<file path="src/bsdc_pkg.sv">
// Package: shared constants, types and the hash step of the slot directory.
`timescale 1ns / 1ps
package bsdc_pkg;

    localparam int SLOTS  = 64;
    localparam int SLOT_W = $clog2(SLOTS);
    localparam int CNT_W  = $clog2(SLOTS + 1);
    localparam int KEY_W  = 64;
    localparam int SUM_W  = 64;

    localparam logic [SUM_W-1:0] FNV_BASIS   = 64'hcbf29ce484222325;
    localparam logic [SUM_W-1:0] FNV_PRIME_LO = 64'h00000000000001b3;
    localparam int               FNV_PRIME_SH = 40;

    typedef enum logic [1:0] {
        ACT_LOOKUP = 2'd0,
        ACT_WRITE  = 2'd1,
        ACT_READ   = 2'd2,
        ACT_EVICT  = 2'd3
    } action_t;

    typedef enum logic [1:0] {
        STS_OK       = 2'd0,
        STS_ABSENT   = 2'd1,
        STS_NO_SLOT  = 2'd2,
        STS_MISMATCH = 2'd3
    } status_t;

    typedef struct packed {
        logic [1:0]       action;
        logic [KEY_W-1:0] key;
        logic [7:0]       data_byte;
        logic             last_byte;
    } in_item_t;

    typedef struct packed {
        logic [1:0]       status;
        logic [5:0]       slot;
        logic [6:0]       free_count;
        logic [SUM_W-1:0] checksum;
    } out_item_t;

    typedef enum logic [3:0] {
        ST_IDLE,
        ST_SRCH_RD,
        ST_SRCH_CMP,
        ST_DECIDE,
        ST_POP,
        ST_HASH,
        ST_FINISH,
        ST_EMIT
    } state_t;

    typedef struct packed {
        logic take;
        logic scan_step;
        logic open_blk;
        logic evict;
        logic pop;
        logic hash;
        logic finish;
        logic emit;
    } cmd_t;

    typedef struct packed {
        logic [1:0] new_act;
        logic [1:0] act;
        logic       last;
        logic       in_block;
        logic       match;
        logic       scan_end;
        logic       found;
        logic       depth_zero;
        logic       out_free;
    } sts_t;

    // One FNV-1a step; the prime is 2^40 + 0x1b3.
    function automatic logic [SUM_W-1:0] fnv_step(input logic [SUM_W-1:0] h,
                                                  input logic [7:0] b);
        logic [SUM_W-1:0] x;
        logic [SUM_W-1:0] lo;
        x  = h ^ {{(SUM_W-8){1'b0}}, b};
        lo = x * FNV_PRIME_LO;
        return (x << FNV_PRIME_SH) + lo;
    endfunction

endpackage

</file>
<file path="src/bsdc_ctrl.sv">
// Controller state machine sequencing search, allocation, hashing and results.
`timescale 1ns / 1ps
module bsdc_ctrl import bsdc_pkg::*; (
    input  logic aclk,
    input  logic aresetn,
    input  logic s_valid,
    output logic s_ready,
    input  sts_t sts,
    output cmd_t cmd
);

    state_t state_reg, state_next;

    always_ff @(posedge aclk) begin
        if (!aresetn) begin
            state_reg <= ST_IDLE;
        end else begin
            state_reg <= state_next;
        end
    end

    always_comb begin
        state_next = state_reg;
        case (state_reg)
            ST_IDLE: begin
                if (s_valid) begin
                    if (sts.new_act == ACT_LOOKUP || sts.new_act == ACT_EVICT
                        || !sts.in_block) begin
                        state_next = ST_SRCH_RD;
                    end else begin
                        state_next = ST_HASH;
                    end
                end
            end
            ST_SRCH_RD:  state_next = ST_SRCH_CMP;
            ST_SRCH_CMP: begin
                if (sts.match || sts.scan_end) begin
                    state_next = ST_DECIDE;
                end else begin
                    state_next = ST_SRCH_RD;
                end
            end
            ST_DECIDE: begin
                if (sts.act == ACT_LOOKUP || sts.act == ACT_EVICT) begin
                    state_next = ST_EMIT;
                end else if (!sts.found && sts.act == ACT_WRITE && !sts.depth_zero) begin
                    state_next = ST_POP;
                end else begin
                    state_next = ST_HASH;
                end
            end
            ST_POP:  state_next = ST_HASH;
            ST_HASH: state_next = sts.last ? ST_FINISH : ST_IDLE;
            ST_FINISH, ST_EMIT: begin
                if (sts.out_free) begin
                    state_next = ST_IDLE;
                end
            end
            default: state_next = ST_IDLE;
        endcase
    end

    always_comb begin
        cmd     = '0;
        s_ready = 1'b0;
        case (state_reg)
            ST_IDLE: begin
                s_ready  = 1'b1;
                cmd.take = s_valid;
            end
            ST_SRCH_CMP: cmd.scan_step = 1'b1;
            ST_DECIDE: begin
                cmd.evict    = (sts.act == ACT_EVICT);
                cmd.open_blk = (sts.act == ACT_WRITE || sts.act == ACT_READ);
            end
            ST_POP:    cmd.pop    = 1'b1;
            ST_HASH:   cmd.hash   = 1'b1;
            ST_FINISH: cmd.finish = sts.out_free;
            ST_EMIT:   cmd.emit   = sts.out_free;
            default: begin
                cmd = '0;
            end
        endcase
    end

endmodule

</file>
<file path="config.mk">
export PLATFORM = sky130hd
export DESIGN_NAME = bsdc_ctrl
export DESIGN_NICKNAME = d
export VERILOG_FILES = /design/src/bsdc_pkg.sv /design/src/bsdc_ctrl.sv
export SDC_FILE = /design/constraint.sdc
export NUM_CORES = 1
export LEC_CHECK = 0
export BUFFER_PORTS_ARGS = -buffer_cell sky130_fd_sc_hd__buf_2
export CORE_AREA = 4 4 41 43
export CTS_CLUSTER_SIZE = 20
export DETAILED_ROUTE_END_ITERATION = 6
export DIE_AREA = 0 0 45 47
export PLACE_DENSITY = 0.61
export SLEW_MARGIN = 20
export SYNTH_ARGS = -nofsm -noshare
export SYNTH_HDL_FRONTEND = slang
export SYNTH_SLANG_ARGS = --single-unit
</file>
<file path="constraint.sdc">
create_clock -name aclk -period 1.21 [get_ports aclk]
set_input_delay 0.121 -clock aclk [delete_from_list [all_inputs] [get_ports aclk]]
set_output_delay 0.121 -clock aclk [all_outputs]
set_load 0.05 [all_outputs]
</file>
==> results.txt, run 1 <==
----------------------------------------------------
[Timing]
  Total negative slack ... -542 ps
  Period utilisation layout ... 1.08
  Smallest hold slack ... 186 ps
  Normalized max-slew margin ... 0.823
  Final Hold Fails ... 0
  Slack of the critical path ... -100 ps
  Transition time at the pin with the least slew margin ... 262 ps
  Final-report max-slew violation count ... 0
  Worst clock skew on the final layout ... 2.86 ps
  Setup Viol. Count Final ... 9
  Minimum period implied by the final worst setup slack ... 1310 ps
  Highest achievable clock rate ... 763 MHz
  Unrepaired setup endpoints after global routing ... true

[Routing]
  Iteration count of the initial detailed-routing pass ... 4
  Ratio of routed vias to standard cells ... 4.75
  Count of routing violations after the opening detailed-route iteration ... 7
  Vias post-DR ... 451
  Routed wire length ... 1220 µm
  DRC errors left ... 0
  WL/cell ... 12.8 µm
  Post-DRT Antenna Nets ... 0

[Power]
  Maximum vdd ir drop ... 1.57 mV
  Power density of the placed cells ... 2360 nW/µm²
  Fraction of power consumed by the clock network ... 0.103
  Int Pwr ... 1.00 mW
  Sequential cell fraction of total power ... 0.131
  Combinational group share of total power ... 0.766
  Overall power of the completed layout ... 1.78 mW
  Static power due to leakage ... 0.343 nW
  Switching pwr ... 778 µW
  Switch share ... 0.436

[GRT]
  Overall Global Routing Usage ... 0.137
  Wire length of the first global-routing pass ... 2070 µm
  Via count of the first global-routing pass ... 510
  Pin count of the biggest net entering global routing ... 8
  Global route overflow ... 0
  Number of antenna violations at the first check in global routing ... 0

[CTS]
  Clock tree root driver cell ... sky130_fd_sc_hd__clkbuf_4
  Maximum clock path buffer count ... 2
  Clk_lat worst skew ... 240 ps
  CTS tree ... yes
  Worst-path clk slew ... 40 ps
  Clock sink total ... 3
  H-tree levels ... 1
  Hold bufs inserted after CTS ... 0
  Number of buffers added by the clock tree synthesis step ... 3

[Run]
  Number of max-cap violations ... 0

[Placement]
  IO buf count ... 22
  Detailed placer's ending HPWL ... 811 µm
  Cells after DPL ... 88
  Routability-driven placement congestion ratio ... 0.767

[Layout]
  Most frequent standard cell in the layout excluding fill and tap cells ... sky130_fd_sc_hd__buf_2
  Fill cell count ... 111
  Total number of nets in the final design ... 97
  Final antenna diode count ... 0
  Proportion of layout cells with a drive suffix above 1 ... 0.738
  Core occupancy in the finished layout ... 0.580
  Max reg flops ... 3
  Synth-to-Final Area Change ... 138%
  Post-layout instance count excluding filler cells ... 95
  Leading cell types in the layout, fill and taps excluded ... sky130_fd_sc_hd__buf_2 (13), sky130_fd_sc_hd__buf_4 (12), sky130_fd_sc_hd__buf_6 (8)

[Yosys]
  Post-synthesis register bit count ... 3
  Sequential cell area fraction in the yosys report ... 0.190
  Combined area of all synthesized cells ... 317 µm²
  Post-synthesis cell type count ... 30
  Xor and xnor area share after synthesis ... 0.0277
  Synth warnings ... 0
  Number of instances in the synthesized netlist ... 41
  Adder-cell area share of the yosys netlist ... 0.0791
  Simple-gate portion of the synthesized area ... 0.340
  Main combinational cell family by area after synthesis ... simple AND/OR/NAND/NOR gates
  Post-synthesis net count ... 57
  Synthesized-area fraction occupied by ao, oa, aoi and oai cells ... 0.229
  Post-synthesis average cell area ... 7.72 µm²
  Fraction of synthesized area in multiplexers ... 0.0474

[Floorplanning]
  Initial core utilization ... 0.243
  Die area ... 2120 µm²
  Chip width ... 45 µm
  Floorplan row count ... 13
  Core region area ... 1300 µm²
  Top Ports ... 23
  Die height ... 47 µm

[Setup path]
  Data arrival time of the critical path ... 1190 ps
  Largest driver fanout on the critical path ... 5
  Crit path kind ... reg -> out
  Req. time, crit path ... 1090 ps
  Sort of element at the end of the critical path ... output port
  Crit path launch type ... register

[Outcome]
  Status ... complete, but fails checks
  Failing checks ... setup timing

[Worst hold path]
  Hold crit path type ... in -> reg

----------------------------------------------------
-- cell usage after synthesis, drive strengths merged --
| library cell | number | share of area |
|---|---|---|
| o22ai | 1 | 0.040 |
| o21bai | 1 | 0.024 |
| nand2 | 3 | 0.036 |
| ha | 2 | 0.079 |
| and3 | 1 | 0.020 |
| nor3b | 1 | 0.024 |
| nor2 | 3 | 0.036 |
| buf | 2 | 0.051 |
| o32ai | 1 | 0.028 |
| or2 | 1 | 0.020 |
| nand2b | 1 | 0.020 |
| nor2b | 1 | 0.020 |
| nand3 | 2 | 0.032 |
| dfxtp | 3 | 0.19 |
| a31oi | 1 | 0.020 |
| o21ai | 3 | 0.047 |
| inv | 3 | 0.036 |
| mux2 | 1 | 0.047 |
| nand3b | 1 | 0.024 |
| a21oi | 1 | 0.016 |
| xor2 | 1 | 0.028 |
| and2 | 1 | 0.020 |
| o311ai | 1 | 0.028 |
| nor3 | 3 | 0.063 |
| nor4b | 1 | 0.028 |
| a31o | 1 | 0.028 |
-- kinds of logic after synthesis --
family,Yosys count
multiplexers,1
buffers and inverters,5
XOR/XNOR,1
AND/OR/NAND/NOR,19
flip-flops,3
AO/OA/AOI/OAI,10
adder cells (fa/ha/maj),2
-- worst paths after layout --
kind / slack, ps / from / cells after the start / end
max: -100 / state_reg[1] / 4 / cmd[3]
min: 190 / aresetn / 3 / state_reg[2]
min reg2reg: 670 / state_reg[0] / 3 / state_reg[1]
max reg2reg: 80 / state_reg[1] / 4 / state_reg[2]
-- per-layer routing --
metal / global-route usage / vias up / routed length (µm)
li1: - / 227 / -
met1: 0.143 / 197 / 457
met2: 0.229 / 21 / 627
met3: 0.0345 / 6 / 96
met4: 0.117 / 0 / 32
met5: 0 / - / 0
-- timing repair --
| item | in CTS | in global routing |
|---|---|---|
| resized for setup | 29 | 5 |
| pin swaps | 1 | 2 |
| endpoints found under the hold margin | 0 | 0 |
| cloned | 1 | 0 |
| endpoints found under the setup margin | 9 | 9 |
| buffers inserted | 2 | 0 |
-- per-stage QoR --
stage / worst slack [ps] / area [µm²]
after detailed placement: -52.2 / 576
after global routing: -136 / 754
after floorplan: -191 / 367
after CTS: -111 / 731
after global placement: -40.2 / 576
final: -100 / 754
-- area by class of cell --
type                            instances  area, µm²  share of cell area
Multi-Input combinational cell         33        299               0.396
Tap cell                               15       18.8              0.0249
Clock buffer                            4       26.3              0.0348
Timing Repair Buffer                   37        328               0.434
Sequential cell                         3       68.8              0.0912
Inverter                                3       13.8              0.0182
-- power by group through the flow --
stage               combinational (mW)  clock [mW]  sequential [mW]
floorplan                        0.673           0            0.185
global placement                 0.952           0            0.204
detailed placement               0.956           0            0.202
finish                            1.37       0.184            0.233
CTS                               1.29       0.191            0.231
global route                      1.44       0.199            0.240
-- worst max-delay path, cell delays in order (launching register included) --
cell and delay [ps]:
sky130_fd_sc_hd__dfxtp_2 330, sky130_fd_sc_hd__buf_12 130, sky130_fd_sc_hd__or2_4 250, sky130_fd_sc_hd__nor2_4 80
sky130_fd_sc_hd__buf_6 160
(Power assumes the default switching activity.)
==> inputs of run 2 (changes only) <==
--- a/config.mk
+++ b/config.mk
@@ -6,10 +6,10 @@
 export NUM_CORES = 1
 export LEC_CHECK = 0
 export BUFFER_PORTS_ARGS = -buffer_cell sky130_fd_sc_hd__buf_2
-export CORE_AREA = 4 4 41 43
+export CORE_AREA = 2 2 39 41
 export CTS_CLUSTER_SIZE = 20
 export DETAILED_ROUTE_END_ITERATION = 6
-export DIE_AREA = 0 0 45 47
+export DIE_AREA = 0 0 41 43
 export PLACE_DENSITY = 0.61
 export SLEW_MARGIN = 20
 export SYNTH_ARGS = -nofsm -noshare
==> results.txt, run 2 (synthesized netlist as in run 1, its figures left out) <==
----------------------------------------------------
[Power]
  Static power due to leakage ... 0.335 nW (-2.1%)
  Maximum vdd ir drop ... 1.17 mV (-26%)
  Power density of the placed cells ... 2260 nW/µm² (-4.2%)

[Floorplanning]
  Initial core utilization ... 0.229 (-0.0145)
  Die area ... 1760 µm² (-17%)
  Die height ... 43 µm (-8.5%)
  Top Ports ... 23 (unchanged)
  Core region area ... 1380 µm² (+6.3%)
  Chip width ... 41 µm (-8.9%)
  Floorplan row count ... 14 (+1)

[Setup path]
  Crit path kind ... reg -> out
  Critical path, cell by cell ... buf_6 > or2_4 > nor2_4 > buf_6
  Max incr delay on CP ... 350 ps (+20 ps)
  Number of buffer and inverter stages on the critical path ... 2 (unchanged)
  Most used cell along the critical path ... sky130_fd_sc_hd__buf_6
  Data arrival time of the critical path ... 1200 ps (about the same)
  Largest driver fanout on the critical path ... 6 (+1)
  Crit path launch type ... register
  Slowest stage cell on the critical path ... sky130_fd_sc_hd__dfxtp_4
  Origin of the critical flop-to-flop path ... state_reg[1]
  Endpoint of the lowest-slack register-to-register path ... state_reg[2]
  Sort of element at the end of the critical path ... output port
  Req. time, crit path ... 1090 ps (about the same)
  Register-to-register setup slack ... 30 ps (-50 ps)
  FF-to-FF path depth ... 4 (unchanged)
  Family with the most delay on the worst path ... flip-flops

[Layout]
  Proportion of layout cells with a drive suffix above 1 ... 0.750 (+0.0125)
  Max reg flops ... 3 (unchanged)
  Total number of nets in the final design ... 97 (unchanged)
  Most frequent standard cell in the layout excluding fill and tap cells ... sky130_fd_sc_hd__buf_2
  Final antenna diode count ... 0 (unchanged)
  Core occupancy in the finished layout ... 0.562 (-0.0174)
  Synth-to-Final Area Change ... 146%
  Leading cell types in the layout, fill and taps excluded ... sky130_fd_sc_hd__buf_2 (13), sky130_fd_sc_hd__buf_6 (10), sky130_fd_sc_hd__buf_4 (9)

[Timing]
  Setup Viol. Count Final ... 9 (unchanged)
  Normalized max-slew margin ... 0.819 (-0.00425)
  Unrepaired setup endpoints after global routing ... true
  Period utilisation layout ... 1.09 (+0.0110)
  Final-report max-slew violation count ... 0 (unchanged)
  Minimum period implied by the final worst setup slack ... 1320 ps (+13.3 ps)
  Worst clock skew on the final layout ... 0.619 ps (-2.24 ps)
  Highest achievable clock rate ... 756 MHz (-1.0%)
  Slack of the critical path ... -113 ps (-13.3 ps)
  Final Hold Fails ... 0 (unchanged)
  Smallest hold slack ... 193 ps (+6.98 ps)
  Transition time at the pin with the least slew margin ... 268 ps (+6.28 ps)

[GRT]
  Pin count of the biggest net entering global routing ... 9 (+1)
  Via count of the first global-routing pass ... 466 (-8.6%)
  Number of antenna violations at the first check in global routing ... 0 (unchanged)
  Wire length of the first global-routing pass ... 1950 µm (-6.0%)
  Overall Global Routing Usage ... 0.154 (+0.0172)
  Global route overflow ... 0 (unchanged)

[Placement]
  Routability-driven placement congestion ratio ... 0.800 (+4.3%)
  IO buf count ... 22 (unchanged)
  Detailed placer's ending HPWL ... 721 µm (-11%)

[Routing]
  Routed wire length ... 1220 µm (+0.16%)
  Iteration count of the initial detailed-routing pass ... 4 (unchanged)
  Vias post-DR ... 458 (+1.6%)
  WL/cell ... 12.7 µm (-0.88%)
  DRC errors left ... 0 (unchanged)
  Ratio of routed vias to standard cells ... 4.77 (+0.49%)
  Post-DRT Antenna Nets ... 0 (unchanged)
  Count of routing violations after the opening detailed-route iteration ... 3 (-4)

[Worst hold path]
  Worst Hold Depth ... 3 (unchanged)
  Hold crit path type ... in -> reg
  Startpoint of the worst hold path ... sts[5]
  Hold path endpoint ... state_reg[2]

[CTS]
  Maximum clock path buffer count ... 2 (unchanged)
  H-tree levels ... 1 (unchanged)
  Clock tree root driver cell ... sky130_fd_sc_hd__clkbuf_4
  Number of buffers added by the clock tree synthesis step ... 3 (unchanged)
  Worst-path clk slew ... 40 ps (about the same)
  Clock sink total ... 3 (unchanged)
  Clk_lat worst skew ... 230 ps (about the same)
  CTS tree ... yes

[Run]
  Number of max-cap violations ... 0 (unchanged)

[Outcome]
  Status ... complete, but fails checks
  Failing checks ... setup timing

----------------------------------------------------
[run 2: final cells by class]
type | instances | area [µm²]
clock buffers | 4 | 26.3
fillers | 130 | 606
inverters | 3 | 16.3
multi-input cells | 33 | 324
flip-flops and latches | 3 | 71.3
well taps | 16 | 20.0
repair buffers | 37 | 320
[run 2: worst reg2reg max path, stage by stage, from the launching register on]
cell and delay, ps:
sky130_fd_sc_hd__dfxtp_4 350, sky130_fd_sc_hd__buf_6 130, sky130_fd_sc_hd__or2_4 250, sky130_fd_sc_hd__o311ai_2 240, sky130_fd_sc_hd__a31oi_1 90
[run 2: metal layers]
layer  up-vias  track usage  part of all wire
li1        229            -                 -
met1       215        0.216              0.37
met4         0       0.0400                 0
met2        14        0.250              0.58
met3         0            0             0.049
met5         -            0                 0
[run 2: power by group]
| part | total (mW) | internal (mW) | switching, mW |
|---|---|---|---|
| clock | 0.178 | 0.124 | 0.0540 |
| combinational | 1.34 | 0.660 | 0.685 |
| sequential | 0.238 | 0.164 | 0.0746 |
[run 2: stage by stage]
step                      setup TNS (ps)  std cells  cell area [µm²]  total power, mW  setup slack [ps]
final                               -539         96              778             1.76              -113
after global routing                -872         96              778             1.87              -138
after detailed placement           -37.3         87              549             1.09             -30.4
after global placement                 0         87              549             1.09              7.43
after floorplan                     -562         41              367            0.859              -191
after CTS                           -470         95              736             1.67              -111
[run 2: worst max path at each step]
stage                  from            to  slack (ps)  depth (start not counted)
2_1_floorplan  state_reg[1]        cmd[7]        -190                          3
3_3_place_gp   state_reg[1]        cmd[7]           7                          4
3_5_place_dp         sts[7]  state_reg[0]         -30                          5
4_1_cts        state_reg[0]        cmd[7]        -110                          4
5_1_grt        state_reg[1]        cmd[7]        -140                          4
6_report       state_reg[1]        cmd[3]        -110                          4
[run 2: what timing repair did]
item,CTS,global route
pin swaps,6,4
hold buffers,0,0
endpoints found under the hold margin,0,0
cloned,0,0
setup buffers,4,1
setup endpoints to repair,9,10
resized for setup,40,8
==> inputs of run 3 (changes only) <==
--- a/config.mk
+++ b/config.mk
@@ -5,12 +5,14 @@
 export SDC_FILE = /design/constraint.sdc
 export NUM_CORES = 1
 export LEC_CHECK = 0
+export ABC_AREA = 1
 export BUFFER_PORTS_ARGS = -buffer_cell sky130_fd_sc_hd__buf_2
-export CORE_AREA = 2 2 39 41
+export CELL_PAD_IN_SITES_DETAIL_PLACEMENT = 0
+export CELL_PAD_IN_SITES_GLOBAL_PLACEMENT = 1
+export CORE_UTILIZATION = 25
 export CTS_CLUSTER_SIZE = 20
 export DETAILED_ROUTE_END_ITERATION = 6
-export DIE_AREA = 0 0 41 43
-export PLACE_DENSITY = 0.61
+export PLACE_DENSITY = 0.83
 export SLEW_MARGIN = 20
 export SYNTH_ARGS = -nofsm -noshare
 export SYNTH_HDL_FRONTEND = slang
==> constraint.sdc (replaced) <==
create_clock -name aclk -period 1.4 [get_ports aclk]
set_input_delay 0.14 -clock aclk [delete_from_list [all_inputs] [get_ports aclk]]
set_output_delay 0.14 -clock aclk [all_outputs]
set_load 0.05 [all_outputs]
==> results.txt, run 3 <==
----------------------------------------------------
[Run]
  Number of max-cap violations ... 0 (unchanged)

[GRT]
  Pin count of the biggest net entering global routing ... 8 (-1)
  Wire length of the first global-routing pass ... 1440 µm (-26%)
  Global route overflow ... 0 (unchanged)
  Overall Global Routing Usage ... 0.131 (-0.0224)
  Number of antenna violations at the first check in global routing ... 0 (unchanged)
  Via count of the first global-routing pass ... 378 (-19%)

[Yosys]
  Post-synthesis register bit count ... 3 (unchanged)
  Number of instances in the synthesized netlist ... 59 (+44%)
  Post-synthesis net count ... 75 (+32%)
  Combined area of all synthesized cells ... 369 µm² (+17%)
  Synth warnings ... 0 (unchanged)
  Leading register cell type out of synthesis ... sky130_fd_sc_hd__dfxtp_1
  Post-synthesis cell type count ... 21 (-30%)
  Most frequent cells after synthesis ... sky130_fd_sc_hd__inv_1 (13), sky130_fd_sc_hd__nand2_1 (9), sky130_fd_sc_hd__nor2_1 (7)
  Post-synthesis average cell area ... 6.26 µm² (-19%)
  Sequential cell area fraction in the yosys report ... 0.163 (-0.0270)
  Area share of the largest cell type after synthesis ... 0.163 (-0.0270)
  Dominant cell by count in the synthesized netlist ... sky130_fd_sc_hd__inv_1
  Number of flops mapped to enable cells by yosys ... 0 (unchanged)
  Cell type contributing the most total cell area after synthesis ... sky130_fd_sc_hd__dfxtp_1
  Synth area leaders ... sky130_fd_sc_hd__dfxtp_1 (16%), sky130_fd_sc_hd__inv_1 (13%), sky130_fd_sc_hd__nand2_1 (9.2%)
  Share of flip-flops with an asynchronous set or reset ... 0 (unchanged)

[Layout]
  Register cell area after layout ... 63.8 µm² (-11%)
  Core occupancy in the finished layout ... 0.416 (-0.147)
  Max reg flops ... 3 (unchanged)
  Leading cell types in the layout, fill and taps excluded ... sky130_fd_sc_hd__buf_2 (16), sky130_fd_sc_hd__inv_1 (13), sky130_fd_sc_hd__nand2_1 (9)
  Post-layout instance count excluding filler cells ... 100 (+4.2%)
  Total area of multi-input combinational cells ... 245 µm² (-24%)
  Synth-to-Final Area Change ... 50.2%
  Fill cell count ... 145 (+12%)
  Most frequent standard cell in the layout excluding fill and tap cells ... sky130_fd_sc_hd__buf_2
  Total number of nets in the final design ... 102 (+5.2%)
  Final antenna diode count ... 0 (unchanged)
  Proportion of layout cells with a drive suffix above 1 ... 0.506 (-0.244)
  Final instance area ... 554 µm² (-29%)

[CTS]
  H-tree levels ... 1 (unchanged)
  Hold bufs inserted after CTS ... 0 (unchanged)
  Number of buffers added by the clock tree synthesis step ... 3 (unchanged)
  Maximum clock path buffer count ... 2 (unchanged)
  CTS tree ... yes
  Resized cells post-CTS ... 5 (-88%)
  Worst-path clk slew ... 40 ps (about the same)
  Postcts setup bufs ... 0 (-4)
  Clock sink total ... 3 (unchanged)
  Clock tree root driver cell ... sky130_fd_sc_hd__clkbuf_4
  Clk_lat worst skew ... 230 ps (about the same)

[Routing]
  DRC errors left ... 0 (unchanged)
  Wire length the detailed router placed on met1 ... 461 µm (+2.7%)
  Iteration count of the initial detailed-routing pass ... 4 (unchanged)
  Vias post-DR ... 431 (-5.9%)
  Routed wire length ... 945 µm (-22%)
  Ratio of routed vias to standard cells ... 4.31 (-9.7%)
  Post-DRT Antenna Nets ... 0 (unchanged)
  Max Used Layer ... met4
  Count of routing violations after the opening detailed-route iteration ... 12 (+9)
  Routed length on met3 ... 61 µm (+1.7%)
  Routed wire length on met2 ... 410 µm (-42%)
  WL/cell ... 9.45 µm (-25%)

[Floorplanning]
  Core region area ... 1330 µm² (-3.6%)
  Top Ports ... 23 (unchanged)
  Die area ... 1630 µm² (-7.3%)
  Chip width ... 40.4 µm (-1.4%)
  Die height ... 40.4 µm (-6.0%)
  Floorplan row count ... 13 (-1)
  Initial core utilization ... 0.277 (+0.0480)

[Power]
  Power density of the placed cells ... 1230 nW/µm² (-46%)
  Maximum vdd ir drop ... 0.495 mV (-58%)
  Static power due to leakage ... 0.315 nW (-6.1%)

[Setup path]
  Crit path launch type ... register
  Largest driver fanout on the critical path ... 5 (-1)
  Data arrival time of the critical path ... 1240 ps (+40 ps)
  Crit path kind ... reg -> out
  Req. time, crit path ... 1260 ps (+170 ps)
  Sort of element at the end of the critical path ... output port

[Timing]
  Period utilisation layout ... 0.986
  Worst clock skew on the final layout ... 5.74 ps (+5.12 ps)
  Unrepaired setup endpoints after global routing ... true
  Setup Viol. Count Final ... 0 (-9)
  Highest achievable clock rate ... 725 MHz
  Final Hold Fails ... 0 (unchanged)
  Transition time at the pin with the least slew margin ... 252 ps (-16.8 ps)
  Final-report max-slew violation count ... 0 (unchanged)
  Normalized max-slew margin ... 0.833 (+0.0149)
  Minimum period implied by the final worst setup slack ... 1380 ps
  Smallest hold slack ... 122 ps (-70.7 ps)

[Placement]
  Post-detailed-placement cell area ... 509 µm² (-7.3%)
  IO buf count ... 22 (unchanged)
  Cells after DPL ... 96 (+10%)
  Routability-driven placement congestion ratio ... 0.780 (-2.6%)
  Detailed placer's ending HPWL ... 754 µm (+4.6%)

[Worst hold path]
  Hold crit path type ... in -> reg

[Outcome]
  Status ... complete, no violations

----------------------------------------------------
-- run 3: cell types whose count changed after synthesis, moves of 2 or more --
cell / change
sky130_fd_sc_hd__nand2_1: +6
sky130_fd_sc_hd__nor2_1: +4
sky130_fd_sc_hd__buf_6: +2
sky130_fd_sc_hd__inv_1: +11
sky130_fd_sc_hd__a21oi_1: +2
sky130_fd_sc_hd__nor4_1: +2
sky130_fd_sc_hd__nand4_1: +3
-- run 3: power breakdown --
group          leakage (nW)  total, mW  switching, mW  internal, mW
clock                0.0150      0.153         0.0465         0.107
combinational         0.274      0.391          0.259         0.133
sequential           0.0258      0.138         0.0310         0.107
total                 0.315      0.683          0.336         0.347
-- run 3: stage by stage --
stage / total power, mW / setup WS [ps] / TNS (ps)
2_1_floorplan: 0.441 / -260 / -396
4_1_cts: 0.671 / 16.3 / 0
5_1_grt: 0.730 / -24.6 / -45.3
3_5_place_dp: 0.509 / 141 / 0
6_report: 0.683 / 19.9 / 0
3_3_place_gp: 0.507 / 177 / 0
-- run 3: cells by family (layout without fill, tap and decap cells) --
logic type               Yosys count  in the layout  share of synthesized area
flip-flops                         3              3                      0.163
adder cells (fa/ha/maj)            2              2                     0.0678
AO/OA/AOI/OAI                      6              6                     0.0915
buffers and inverters             17             43                      0.234
AND/OR/NAND/NOR                   31             31                      0.444
-- run 3: worst paths after layout --
| check | from | to | slack [ps] | cells after the start |
|---|---|---|---|---|
| worst min-delay path | aresetn | state_reg[1] | 120 | 3 |
| worst min register to register | state_reg[2] | state_reg[0] | 520 | 2 |
| worst max-delay path | state_reg[2] | cmd[7] | 20 | 3 |
| worst max register to register | state_reg[2] | state_reg[2] | 270 | 6 |
-- run 3: per-layer routing --
layer	up-vias	track usage
li1	238	-
met1	170	0.150
met2	21	0.242
met3	2	0.0167
met4	0	0.0500
met5	-	0
-- run 3: layout make-up --
cell class,instances,share of cell area
Clock buffer,4,0.0474
Inverter,14,0.0948
Multi-Input combinational cell,39,0.442
Sequential cell,3,0.115
Tap cell,15,0.0339
Timing Repair Buffer,25,0.266
-- run 3: worst max-delay path, stage by stage, from the launching register on --
cell	delay (ps)
sky130_fd_sc_hd__dfxtp_2	340
sky130_fd_sc_hd__buf_4	160
sky130_fd_sc_hd__nor4_2	270
sky130_fd_sc_hd__buf_4	240
